===== src/hdl/efwd_pkg.sv =====
package efwd_pkg;

    // Sizing of the window bank and of the internal time values.
    localparam int MAX_WINDOWS = 8;
    localparam int TIME_WIDTH  = 24;

    localparam int IDX_W   = (MAX_WINDOWS > 1) ? $clog2(MAX_WINDOWS) : 1;
    localparam int TREE_N  = 1 << IDX_W;
    localparam int EXT_W   = (TIME_WIDTH > 20) ? TIME_WIDTH : 20;
    localparam int OUT_W   = (TIME_WIDTH > 24) ? TIME_WIDTH : 24;
    localparam int SUM_W   = ((TIME_WIDTH > 32) ? TIME_WIDTH : 32) + 1;

    // Configuration register indexes.
    localparam logic [3:0] REG_NUM_WINDOWS = 4'd0;
    localparam logic [3:0] REG_MAX_SERVICE = 4'd1;

    localparam logic [3:0] RST_NUM_WINDOWS = 4'd8;
    localparam logic [9:0] RST_MAX_SERVICE = 10'd60;

    typedef logic [TIME_WIDTH-1:0] t_time;
    typedef logic [IDX_W-1:0]      t_idx;
    typedef logic [TIME_WIDTH:0]   t_key;
    typedef logic [15:0]           t_cnt;

    // Saturate an internal time value to the 24-bit output range.
    function automatic logic [23:0] sat24(input t_time v);
        logic [OUT_W-1:0] ext;
        ext = OUT_W'(v);
        if (ext > OUT_W'(24'hFF_FFFF)) begin
            return 24'hFF_FFFF;
        end
        return 24'(ext);
    endfunction

endpackage


===== src/hdl/earliest_free_window_dispatch.sv =====
// Earliest-free-window dispatcher.
// Path: an accepted job beat is held in the input register, and its result beat
// is then held in the result register before it leaves on the result stream.
// Throughput: one job per cycle unless the result stream stalls; the window bank and
// statistics are updated in the same cycle a job moves from input to result register.
// Reset (i_rst_n low, synchronous) clears all finish times, counts and statistics
// and restores num_windows to 8 and max_service to 60.
module earliest_free_window_dispatch (
    input  logic         i_clk,
    input  logic         i_rst_n,
    // Job stream. tdata: arrival_time[19:0], service_length[29:20], zero pad [31:30].
    input  logic         i_s_tvalid,
    output logic         o_s_tready,
    input  logic [31:0]  i_s_tdata,
    // Result stream. tdata: window_index[2:0], wait_time[26:3], window_served[42:27],
    // jobs_served[58:43], total_wait[90:59], longest_wait[114:91],
    // latest_finish[138:115], zero pad [143:139].
    output logic         o_m_tvalid,
    input  logic         i_m_tready,
    output logic [143:0] o_m_tdata,
    // Configuration writes: index 0 is num_windows, index 1 is max_service.
    input  logic         i_cfg_valid,
    output logic         o_cfg_ready,
    input  logic [3:0]   i_cfg_index,
    input  logic [9:0]   i_cfg_data
);

    // Configuration registers. Writes are always taken.
    logic [3:0] r_num_windows;
    logic [9:0] r_max_service;

    assign o_cfg_ready = 1'b1;

    always_ff @(posedge i_clk) begin
        if (!i_rst_n) begin
            r_num_windows <= efwd_pkg::RST_NUM_WINDOWS;
            r_max_service <= efwd_pkg::RST_MAX_SERVICE;
        end else if (i_cfg_valid) begin
            unique case (i_cfg_index)
                efwd_pkg::REG_NUM_WINDOWS: r_num_windows <= i_cfg_data[3:0];
                efwd_pkg::REG_MAX_SERVICE: r_max_service <= i_cfg_data;
                default: ;
            endcase
        end
    end

    // Input register. A job moves on whenever the result register is free or
    // being emptied, so a new beat can be taken in every cycle while the result stream is not stalled.
    logic        r_in_valid;
    logic [19:0] r_arrival;
    logic [9:0]  r_service;
    logic        proc_fire;

    assign proc_fire  = r_in_valid && (!o_m_tvalid || i_m_tready);
    assign o_s_tready = !r_in_valid || proc_fire;

    always_ff @(posedge i_clk) begin
        if (!i_rst_n) begin
            r_in_valid <= 1'b0;
        end else if (o_s_tready) begin
            r_in_valid <= i_s_tvalid;
        end
    end

    always_ff @(posedge i_clk) begin
        if (o_s_tready && i_s_tvalid) begin
            r_arrival <= i_s_tdata[19:0];
            r_service <= i_s_tdata[29:20];
        end
    end

    // Window bank and running statistics.
    efwd_pkg::t_time r_finish [efwd_pkg::MAX_WINDOWS];
    efwd_pkg::t_cnt  r_served [efwd_pkg::MAX_WINDOWS];
    efwd_pkg::t_cnt  r_job_count;
    logic [31:0]     r_wait_sum;
    efwd_pkg::t_time r_wait_max;
    efwd_pkg::t_time r_finish_max;

    // Arrival time clipped to the largest representable time, service to the cap.
    efwd_pkg::t_time                 arrival;
    logic [9:0]                      service;
    logic [efwd_pkg::EXT_W-1:0]      arr_ext;
    logic [efwd_pkg::MAX_WINDOWS-1:0] active;
    efwd_pkg::t_time                 eff [efwd_pkg::MAX_WINDOWS];

    always_comb begin
        arr_ext = efwd_pkg::EXT_W'(r_arrival);
        if (arr_ext > efwd_pkg::EXT_W'({efwd_pkg::TIME_WIDTH{1'b1}})) begin
            arrival = '1;
        end else begin
            arrival = efwd_pkg::TIME_WIDTH'(arr_ext);
        end
        service = (r_service > r_max_service) ? r_max_service : r_service;
    end

    // Window 0 is always in use; a count of zero thus acts as one, and counts
    // above the bank size simply enable every window.
    always_comb begin
        for (int h = 0; h < efwd_pkg::MAX_WINDOWS; h++) begin
            active[h] = (h == 0) || ({2'b00, r_num_windows} > 6'(h));
            eff[h]    = (active[h] && (r_finish[h] < arrival)) ? arrival : r_finish[h];
        end
    end

    // Minimum search as a balanced tree. The key carries an idle flag on top so
    // idle windows and padding leaves never win; on equal keys the left
    // (lower-index) side wins.
    efwd_pkg::t_key tree_key [efwd_pkg::IDX_W+1][efwd_pkg::TREE_N];
    efwd_pkg::t_idx tree_idx [efwd_pkg::IDX_W+1][efwd_pkg::TREE_N];
    efwd_pkg::t_idx best;

    always_comb begin
        for (int n = 0; n < efwd_pkg::TREE_N; n++) begin
            if (n < efwd_pkg::MAX_WINDOWS) begin
                tree_key[0][n] = {!active[n], eff[n]};
            end else begin
                tree_key[0][n] = '1;
            end
            tree_idx[0][n] = efwd_pkg::IDX_W'(n);
        end
        for (int l = 1; l <= efwd_pkg::IDX_W; l++) begin
            for (int n = 0; n < efwd_pkg::TREE_N; n++) begin
                if (n < (efwd_pkg::TREE_N >> l)) begin
                    if (tree_key[l-1][2*n+1] < tree_key[l-1][2*n]) begin
                        tree_key[l][n] = tree_key[l-1][2*n+1];
                        tree_idx[l][n] = tree_idx[l-1][2*n+1];
                    end else begin
                        tree_key[l][n] = tree_key[l-1][2*n];
                        tree_idx[l][n] = tree_idx[l-1][2*n];
                    end
                end else begin
                    tree_key[l][n] = '1;
                    tree_idx[l][n] = '0;
                end
            end
        end
        best = tree_idx[efwd_pkg::IDX_W][0];
    end

    // Update values for the chosen window and the statistics.
    efwd_pkg::t_time               start;
    efwd_pkg::t_time               wait_t;
    logic [efwd_pkg::TIME_WIDTH:0] fin_sum;
    efwd_pkg::t_time               fin;
    efwd_pkg::t_cnt                served_nx;
    efwd_pkg::t_cnt                jobs_nx;
    logic [efwd_pkg::SUM_W-1:0]    wsum_ext;
    logic [31:0]                   wsum_nx;
    efwd_pkg::t_time               wmax_nx;
    efwd_pkg::t_time               fmax_nx;

    always_comb begin
        start   = eff[best];
        wait_t  = start - arrival;
        fin_sum = {1'b0, start} + (efwd_pkg::TIME_WIDTH + 1)'(service);
        fin     = fin_sum[efwd_pkg::TIME_WIDTH] ? '1 : fin_sum[efwd_pkg::TIME_WIDTH-1:0];
        served_nx = (r_served[best] == 16'hFFFF) ? r_served[best] : r_served[best] + 16'd1;
        jobs_nx   = (r_job_count == 16'hFFFF) ? r_job_count : r_job_count + 16'd1;
        wsum_ext  = efwd_pkg::SUM_W'(r_wait_sum) + efwd_pkg::SUM_W'(wait_t);
        if (wsum_ext > efwd_pkg::SUM_W'(32'hFFFF_FFFF)) begin
            wsum_nx = 32'hFFFF_FFFF;
        end else begin
            wsum_nx = wsum_ext[31:0];
        end
        wmax_nx = (wait_t > r_wait_max) ? wait_t : r_wait_max;
        fmax_nx = (fin > r_finish_max) ? fin : r_finish_max;
    end

    always_ff @(posedge i_clk) begin
        if (!i_rst_n) begin
            for (int h = 0; h < efwd_pkg::MAX_WINDOWS; h++) begin
                r_finish[h] <= '0;
                r_served[h] <= '0;
            end
            r_job_count  <= '0;
            r_wait_sum   <= '0;
            r_wait_max   <= '0;
            r_finish_max <= '0;
        end else if (proc_fire) begin
            // Every window in use keeps its raised finish time; the chosen one
            // then takes the new job.
            for (int h = 0; h < efwd_pkg::MAX_WINDOWS; h++) begin
                if (efwd_pkg::IDX_W'(h) == best) begin
                    r_finish[h] <= fin;
                    r_served[h] <= served_nx;
                end else begin
                    r_finish[h] <= eff[h];
                end
            end
            r_job_count  <= jobs_nx;
            r_wait_sum   <= wsum_nx;
            r_wait_max   <= wmax_nx;
            r_finish_max <= fmax_nx;
        end
    end

    // Result register.
    logic         r_out_valid;
    logic [143:0] r_out_data;

    always_ff @(posedge i_clk) begin
        if (!i_rst_n) begin
            r_out_valid <= 1'b0;
        end else if (proc_fire) begin
            r_out_valid <= 1'b1;
        end else if (i_m_tready) begin
            r_out_valid <= 1'b0;
        end
    end

    always_ff @(posedge i_clk) begin
        if (proc_fire) begin
            r_out_data <= {5'b0,
                           efwd_pkg::sat24(fmax_nx),
                           efwd_pkg::sat24(wmax_nx),
                           wsum_nx,
                           jobs_nx,
                           served_nx,
                           efwd_pkg::sat24(wait_t),
                           3'(best)};
        end
    end

    assign o_m_tvalid = r_out_valid;
    assign o_m_tdata  = r_out_data;

endmodule


===== config.mk =====
export PLATFORM = sky130hd
export DESIGN_NAME = earliest_free_window_dispatch
export DESIGN_NICKNAME = d
export VERILOG_FILES = /design/src/hdl/efwd_pkg.sv /design/src/hdl/earliest_free_window_dispatch.sv
export SDC_FILE = /design/constraint.sdc
export NUM_CORES = 2
export LEC_CHECK = 0
export BUFFER_PORTS_ARGS = -buffer_cell sky130_fd_sc_hd__buf_2
export CAP_MARGIN = 20
export CORE_ASPECT_RATIO = 1.2
export CORE_MARGIN = 5
export CORE_UTILIZATION = 50
export DETAILED_ROUTE_END_ITERATION = 10
export PLACE_DENSITY_LB_ADDON = 0.3
export SLEW_MARGIN = 20
export SYNTH_ARGS = -nofsm -noshare
export SYNTH_HDL_FRONTEND = slang
export SYNTH_SLANG_ARGS = --single-unit

===== constraint.sdc =====
create_clock -name i_clk -period 37.7 [get_ports i_clk]
set_input_delay 1.885 -clock i_clk [delete_from_list [all_inputs] [get_ports i_clk]]
set_output_delay 1.885 -clock i_clk [all_outputs]
set_load 0.02 [all_outputs]

== Yosys cells after proc, flatten, opt, wreduce, memory -nomap -nowiden ==
Memory sizes are Yosys's and may differ from the RTL's.
Cells that the tools add are included.
Word-level totals
  memory bits (read-only): 0
  memories kept: 2
  bits in registers: 281
  output and inout port bits: 147
  RAM bits: 320
  latch bits: 0
  logic and storage cells: 242
  input bits: 51
Memory list
  r_finish: words 8, width 24, rd ports 8, clocked after memory_dff 0, write ports 8, line earliest_free_window_dispatch.sv:73  | efwd_pkg::t_time r_finish [efwd_pkg::MAX_WINDOWS];
  r_served: words 8, width 16, rd ports 1, clocked after memory_dff 0, write ports 8, line earliest_free_window_dispatch.sv:74  | efwd_pkg::t_cnt r_served [efwd_pkg::MAX_WINDOWS];
Operators by class
  reduce and logical (&&, ||, !) cells: 25
  muxes and demuxes: 134
  shift operators: 0
  bitwise logic cells: 25
  eq/ne operators: 10
  $add $sub $neg: 5
  order comparisons: 30
  multiply operators: 0
  divide/modulo/power cells: 0
Operators with widths (number)
  two-way mux 24 bit: 35
  < comparator 24 x 20 -> 1 bit: 8
  two-way mux 16 bit: 10
  < comparator 25 bit: 6
  two-way mux 25 bit: 6
  two-way mux 1 bit: 77
  binary-select mux 24 bit (select 3 bit): 1
  > comparator 24 bit (second input constant): 3
  > comparator 24 bit: 2
  adder 32 x 24 -> 33 bit: 1
  > comparator 33 x 32 -> 1 bit (second input constant): 1
  adder 16 x 1 -> 16 bit (second input constant): 2
  == test 16 bit (second input constant): 2
  two-way mux 32 bit: 1
  adder 24 x 10 -> 25 bit: 1
  < comparator 25 x 24 -> 1 bit: 1
  bitwise OR 1 bit: 24
  subtractor 24 x 20 -> 24 bit: 1
  > comparator 4 x 3 -> 1 bit (second input constant): 4
  == test 3 bit (first input constant): 4
  > comparator 10 bit: 1
  two-way mux 10 bit: 1
  logical AND 1 bit: 9
  logical NOT 1 bit: 9
  other kinds (13): 19

== Longest topological paths before layout ==
An unclocked memory read counts as a cell.
  depth after elaboration: 22
  depth in mapped cells: 102
  mapped depth without buffers: 87

== Worst setup path after synthesis ==
OpenSTA, ideal clock, no wires.
  path kind: flip-flop to flip-flop
  start: register r_arrival[9]
  end: register r_wait_sum[16]
  data arrival time: 18.619 ns
  data required time: 37.622 ns
  library setup time: 0.078 ns
  stages on the path, launching flop included: 93
  slack: 19.003 ns
  path through: edfxtp_1 -> inv_1 -> ha_1 -> a21o_1 -> a21o_1 -> a2111oi_0 -> o21ai_0 -> a31oi_1 -> or2_2 -> clkbuf_1 -> buf_1 -> mux2i_1 -> inv_1 -> ha_1 -> a21o_1 -> a21o_1 -> a21o_1 -> a31oi_1 -> [... 57 more ...] -> o21bai_1 -> a31o_2 -> nand4_1 -> nand2_1 -> nor2_1 -> xnor2_1 -> ha_1 -> nand2_1 -> a2111oi_0 -> o311ai_0 -> nand2b_1 -> nand4_1 -> a211oi_1 -> nand3_1 -> clkbuf_1 -> o31ai_1 -> nand2_1 -> a21oi_1
On the way
  cells in the longest elaborated chain, start to end: 17
Ends and longest elaborated chain
  start, declared: line earliest_free_window_dispatch.sv:50  | logic [19:0] r_arrival;
  start signal, assigned: line earliest_free_window_dispatch.sv:67  | r_arrival <= i_s_tdata[19:0];
  < comparator 24 x 20 -> 1 bit: line earliest_free_window_dispatch.sv:102  | eff[h] = (active[h] && (r_finish[h] < arrival)) ? arrival : r_finish[h];
  logical AND 1 bit: line earliest_free_window_dispatch.sv:102
  two-way mux 24 bit: line earliest_free_window_dispatch.sv:102
  < comparator 25 bit or < comparator 25 x 24 -> 1 bit (tied branches): line earliest_free_window_dispatch.sv:125  | if (tree_key[l-1][2*n+1] < tree_key[l-1][2*n]) begin
  two-way mux 25 bit: line earliest_free_window_dispatch.sv:125
  < comparator 25 bit: line earliest_free_window_dispatch.sv:125
  two-way mux 25 bit: line earliest_free_window_dispatch.sv:125
  < comparator 25 bit: line earliest_free_window_dispatch.sv:125
  [... 2 more ...]
  binary-select mux 24 bit (select 3 bit): line earliest_free_window_dispatch.sv:154  | start = eff[best];
  two-way mux 24 bit (not written as such) (2 in series): line earliest_free_window_dispatch.sv:154
  subtractor 24 x 20 -> 24 bit (*): line earliest_free_window_dispatch.sv:155  | wait_t = start - arrival;
  named net wait_t[16]: line earliest_free_window_dispatch.sv:143  | efwd_pkg::t_time wait_t;
  adder 32 x 24 -> 33 bit (*): line earliest_free_window_dispatch.sv:160  | wsum_ext = efwd_pkg::SUM_W'(r_wait_sum) + efwd_pkg::SUM_W'(wait_t);
  > comparator 33 x 32 -> 1 bit: line earliest_free_window_dispatch.sv:161  | if (wsum_ext > efwd_pkg::SUM_W'(32'hFFFF_FFFF)) begin
  two-way mux 32 bit (*): line earliest_free_window_dispatch.sv:161
  named net wsum_nx[16]: line earliest_free_window_dispatch.sv:149  | logic [31:0] wsum_nx;
  end signal, assigned: line earliest_free_window_dispatch.sv:192  | r_wait_sum <= wsum_nx;
  end, declared: line earliest_free_window_dispatch.sv:76  | logic [31:0] r_wait_sum;
The timed path passes the listed nets; every way through them passes the cells marked *. The select of a mux whose other input is x is not followed.
A chain may end at the register's enable or synchronous reset.

== Worst setup path in the final report ==
  start: register r_arrival[2]
  end: register r_wait_sum[8]
On the way
  cells in the longest elaborated chain, start to end: 17
Ends and longest elaborated chain (line)
  < comparator 24 x 20 -> 1 bit: earliest_free_window_dispatch.sv:102
  logical AND 1 bit: earliest_free_window_dispatch.sv:102
  two-way mux 24 bit: earliest_free_window_dispatch.sv:102
  < comparator 25 bit or < comparator 25 x 24 -> 1 bit (tied branches): earliest_free_window_dispatch.sv:125
  two-way mux 25 bit: earliest_free_window_dispatch.sv:125
  < comparator 25 bit: earliest_free_window_dispatch.sv:125
  two-way mux 25 bit: earliest_free_window_dispatch.sv:125
  < comparator 25 bit: earliest_free_window_dispatch.sv:125
  [... 2 more ...]
  binary-select mux 24 bit (select 3 bit): earliest_free_window_dispatch.sv:154
  two-way mux 24 bit (not written as such) (2 in series): earliest_free_window_dispatch.sv:154
  subtractor 24 x 20 -> 24 bit (*): earliest_free_window_dispatch.sv:155
  named net wait_t[13]: earliest_free_window_dispatch.sv:143
  adder 32 x 24 -> 33 bit (*): earliest_free_window_dispatch.sv:160
  > comparator 33 x 32 -> 1 bit (*): earliest_free_window_dispatch.sv:161
  two-way mux 32 bit (*): earliest_free_window_dispatch.sv:161
  named net wsum_nx[8]: earliest_free_window_dispatch.sv:149
Marks and branches as above.

==> key figures <==
Logic synthesis
  • EDFF count, synth: between 400 and 500
  • Syn Inst Count: 4462
  • Sequential-to-total area share from yosys stat: 0.4044
  • Leading area contributor after synthesis: edfxtp_1
  • Syn Std Cell Area: 41850 um^2
  • Fraction of registers with async set/reset: 0
  • Syn Area/Cell: 9.380 um^2
  • Synth warn: 0
  • Synth unique cells: between 100 and 150
  • Synth top area share: 0.3509
  • Register bit total from synthesis: 601
  • Ys flop type: edfxtp_1
  • Top post-synthesis cells by area: edfxtp_1 35%, ha_1 13%, dfxtp_1 5.4%

Route
  • Drt first pass iters: 6
  • DR WL/cell: ~24 um
  • Total Routed Length: 136200 um
  • # DRC: 0
  • Via count: 35.72k
  • Vias per cell: 6.221
  • Initial DRC Count: 3801
  • Antenna Violating Nets Remaining: 0

Clock network
  • CTS sink cnt: 601
  • CTS Buffer Depth: 3
  • TritonCTS clock tree: yes
  • Depth of the CTS H-tree: 3
  • Post-CTS setup buffers: 0
  • Skew-Pair Late Insertion Delay: 0.63 ns
  • Num CTS Buffers: between 60 and 70
  • Post-CTS sizing: 0
  • Clk root buf: clkbuf_16
  • Hold buffers post-CTS: 0
  • CTS clk-pin slew, worst paths: 0.06 ns

Final layout
  • Area of the multi-input gates: 23040 um^2
  • N_diodes: 0
  • Fillers: 7447
  • Layout Cells excl Fill: approximately 5.7k
  • Reg area: 16930 um^2
  • Layout net count: 5049
  • Ratio of cells with drive above 1 in the final layout: 0.1246
  • Synth-to-Final Area Change: 10.48%

GRT
  • First-pass GRT wire length: around 200000 um
  • GRT Residual Overflow: 0
  • Initial antenna violation count: 1
  • Total GRT Usage: 0.2941
  • Vias in the first global route: 34.07k
  • Largest net degree at the start of global routing: 141

Worst setup path
  • CP arrival: 22.91 ns
  • Cell mode on critical path: a21o_1
  • Worst Path Required: 38.25 ns
  • Slowest CP cell: a2111oi_0
  • Setup CP Type: reg -> reg
  • Crit-path max FO: 29
  • Crit end category: register
  • Slowest stage delay, CP: 0.80 ns
  • Startpoint types: register

STA
  • Max Clk Rate: between 40 and 50 MHz
  • Tmin final: 22.36 ns
  • Slew @ Worst Pin: 1.160 ns
  • Worst hold margin: 0.4603 ns
  • Setup_tns: 0 ns
  • Relative slew slack: 0.2245
  • Final period util: 0.5931
  • Final setup viols: 0
  • RSZ-0062 raised after global routing: no
  • Final setup skew: 0.03118 ns
  • Fin. max-slew vios: 0
  • Final hold vios: 0

Floorplan
  • Die area: about 90000 um^2
  • Die X: roughly 270 um
  • Starting density of the core: 0.5024
  • Row count: 116
  • Top-Level Pins: slightly below 200
  • Die Y: 326.9 um
  • Core ar.: roughly 83000 um^2

Place
  • RD Place Congestion: 0.9731
  • Dpl hpwl: 100100 um
  • Dpl cells: 5618
  • PortBufs: ~190

Worst hold path
  • Worst min path class: reg -> reg

Status
  • Run status: complete, no violations

Job
  • Max Cap Viol: 0
==> cell families after synthesis <==
kind of cell | count (synthesis) | synth area share
AND/OR/NAND/NOR | 1308 | 0.1464
AO/OA/AOI/OAI | 1280 | 0.1917
flip-flops | 601 | 0.4044
buffers and inverters | 502 | 0.04732
adder cells (fa/ha/maj) | 431 | 0.1293
multiplexers | 248 | 0.06182
XOR/XNOR | 90 | 0.01883
other | 2 | 0.0001794
==> path summary, 6_finish.rpt <==
check,to,start,slack [ns],cells past startpoint
setup / recovery,r_wait_sum[8]$_SDFFE_PN0P_,r_arrival[2]$_DFFE_PP_,15.34,73
hold / removal,r_wait_sum[16]$_SDFFE_PN0P_,r_wait_sum[16]$_SDFFE_PN0P_,0.46,2
setup reg to reg,r_wait_sum[8]$_SDFFE_PN0P_,r_arrival[2]$_DFFE_PP_,15.34,73
hold reg to reg,r_wait_sum[16]$_SDFFE_PN0P_,r_wait_sum[16]$_SDFFE_PN0P_,0.46,2
==> through the flow <==
stage / util / worst slack, ns / instance area [um^2]
floorplan: - / 19.00 / 41870
global placement: 0.5278 / 15.68 / 43970
detailed placement: 0.5278 / 15.57 / 43970
CTS: 0.5549 / 15.45 / 46230
global route: 0.5550 / 14.27 / 46240
finish: 0.5550 / 15.34 / 46240
==> synthesized netlist by cell type, types with 9 or more instances <==
master     number
nand2b_1       32
a21oi_1       438
nor4_1         10
inv_2          12
a211o_1        22
nor2_1        348
o21ai_1        19
o21bai_1        9
o221ai_1        9
inv_1         237
o2111ai_1      13
or3_1          19
nor3b_1        12
o22ai_1        15
nor3_1        103
nor2b_1        37
nand4_1        77
buf_2          32
mux2_2         81
o31ai_1        10
or2_2          20
o21ai_0       349
nand2_1       455
and3_1         16
xor2_1         29
clkbuf_1      192
xnor2_1        61
ha_1          426
a221o_1        19
a21o_1        106
a22oi_1        25
nand3_1        95
a31oi_1        24
buf_1          16
o211ai_1       24
o21a_1         30
a211oi_1       35
and4_1         14
a21boi_0       17
mux2i_1       166
dfxtp_1       112
edfxtp_1      489
and2_1         30
==> registers in the layout, summed over array words and instances, names as in the netlist <==
name / flops
r_num_windows: 4
o_m_tvalid: 1
r_job_count: 16
r_served: 128
r_finish_max: 24
r_arrival: 20
r_in_valid: 1
r_service: 10
r_wait_max: 24
r_finish: 192
r_max_service: 10
r_wait_sum: 32
o_m_tdata: 139
==> placed cells by master (no fill, tap or decap), types with 20 or more instances in the layout <==
master,synthesis,layout
mux2_2,81,81
a211oi_1,35,35
nor2_1,348,341
or2_2,20,20
dfxtp_1,112,112
nor2b_1,37,37
o21ai_0,349,341
mux2i_1,166,166
o211ai_1,24,24
a21oi_1,438,437
clkbuf_16,0,70
o21ai_1,19,27
buf_4,7,91
ha_1,426,426
inv_1,237,237
and2_1,30,29
a211o_1,22,22
nand2_1,455,454
nand3_1,95,95
nor3_1,103,101
buf_2,32,189
nand2b_1,32,31
a31oi_1,24,23
xor2_1,29,29
edfxtp_1,489,489
xnor2_1,61,61
o21a_1,30,30
nand4_1,77,77
a22oi_1,25,25
a21o_1,106,106
==> area by class of cell <==
cell class / instances / area share
multi-input combinational: 3364 / 0.4983
sequential: 601 / 0.3660
clock buffer: 89 / 0.04051
timing repair buffer: 282 / 0.03591
tap: 1121 / 0.03033
inverter: 251 / 0.02056
clock inverter: 34 / 0.008334
==> layer usage <==
layer  up-vias  track usage  wire length, um
li1      16680            -                -
met1     16990       0.3794            53720
met2      1638       0.4870            64430
met3       411      0.03494             9922
met4         0       0.1525             8168
met5         -            0                0
==> worst max-delay path: cells and delay by family (launching register included) <==
family,cells,cell delay (ns)
and+or+nand+nor,18,3.38
buffers and inverters,6,2.04
AOI/OAI and AO/OA,40,12.46
muxes,2,0.79
DFF,1,0.71
xor gates and xnor gates,1,0.67
adders and majority gates,6,2.13
Power is left out: the tool's default activity adds up to more than one toggle a clock period on the data nets, which glitch-free logic cannot reach.
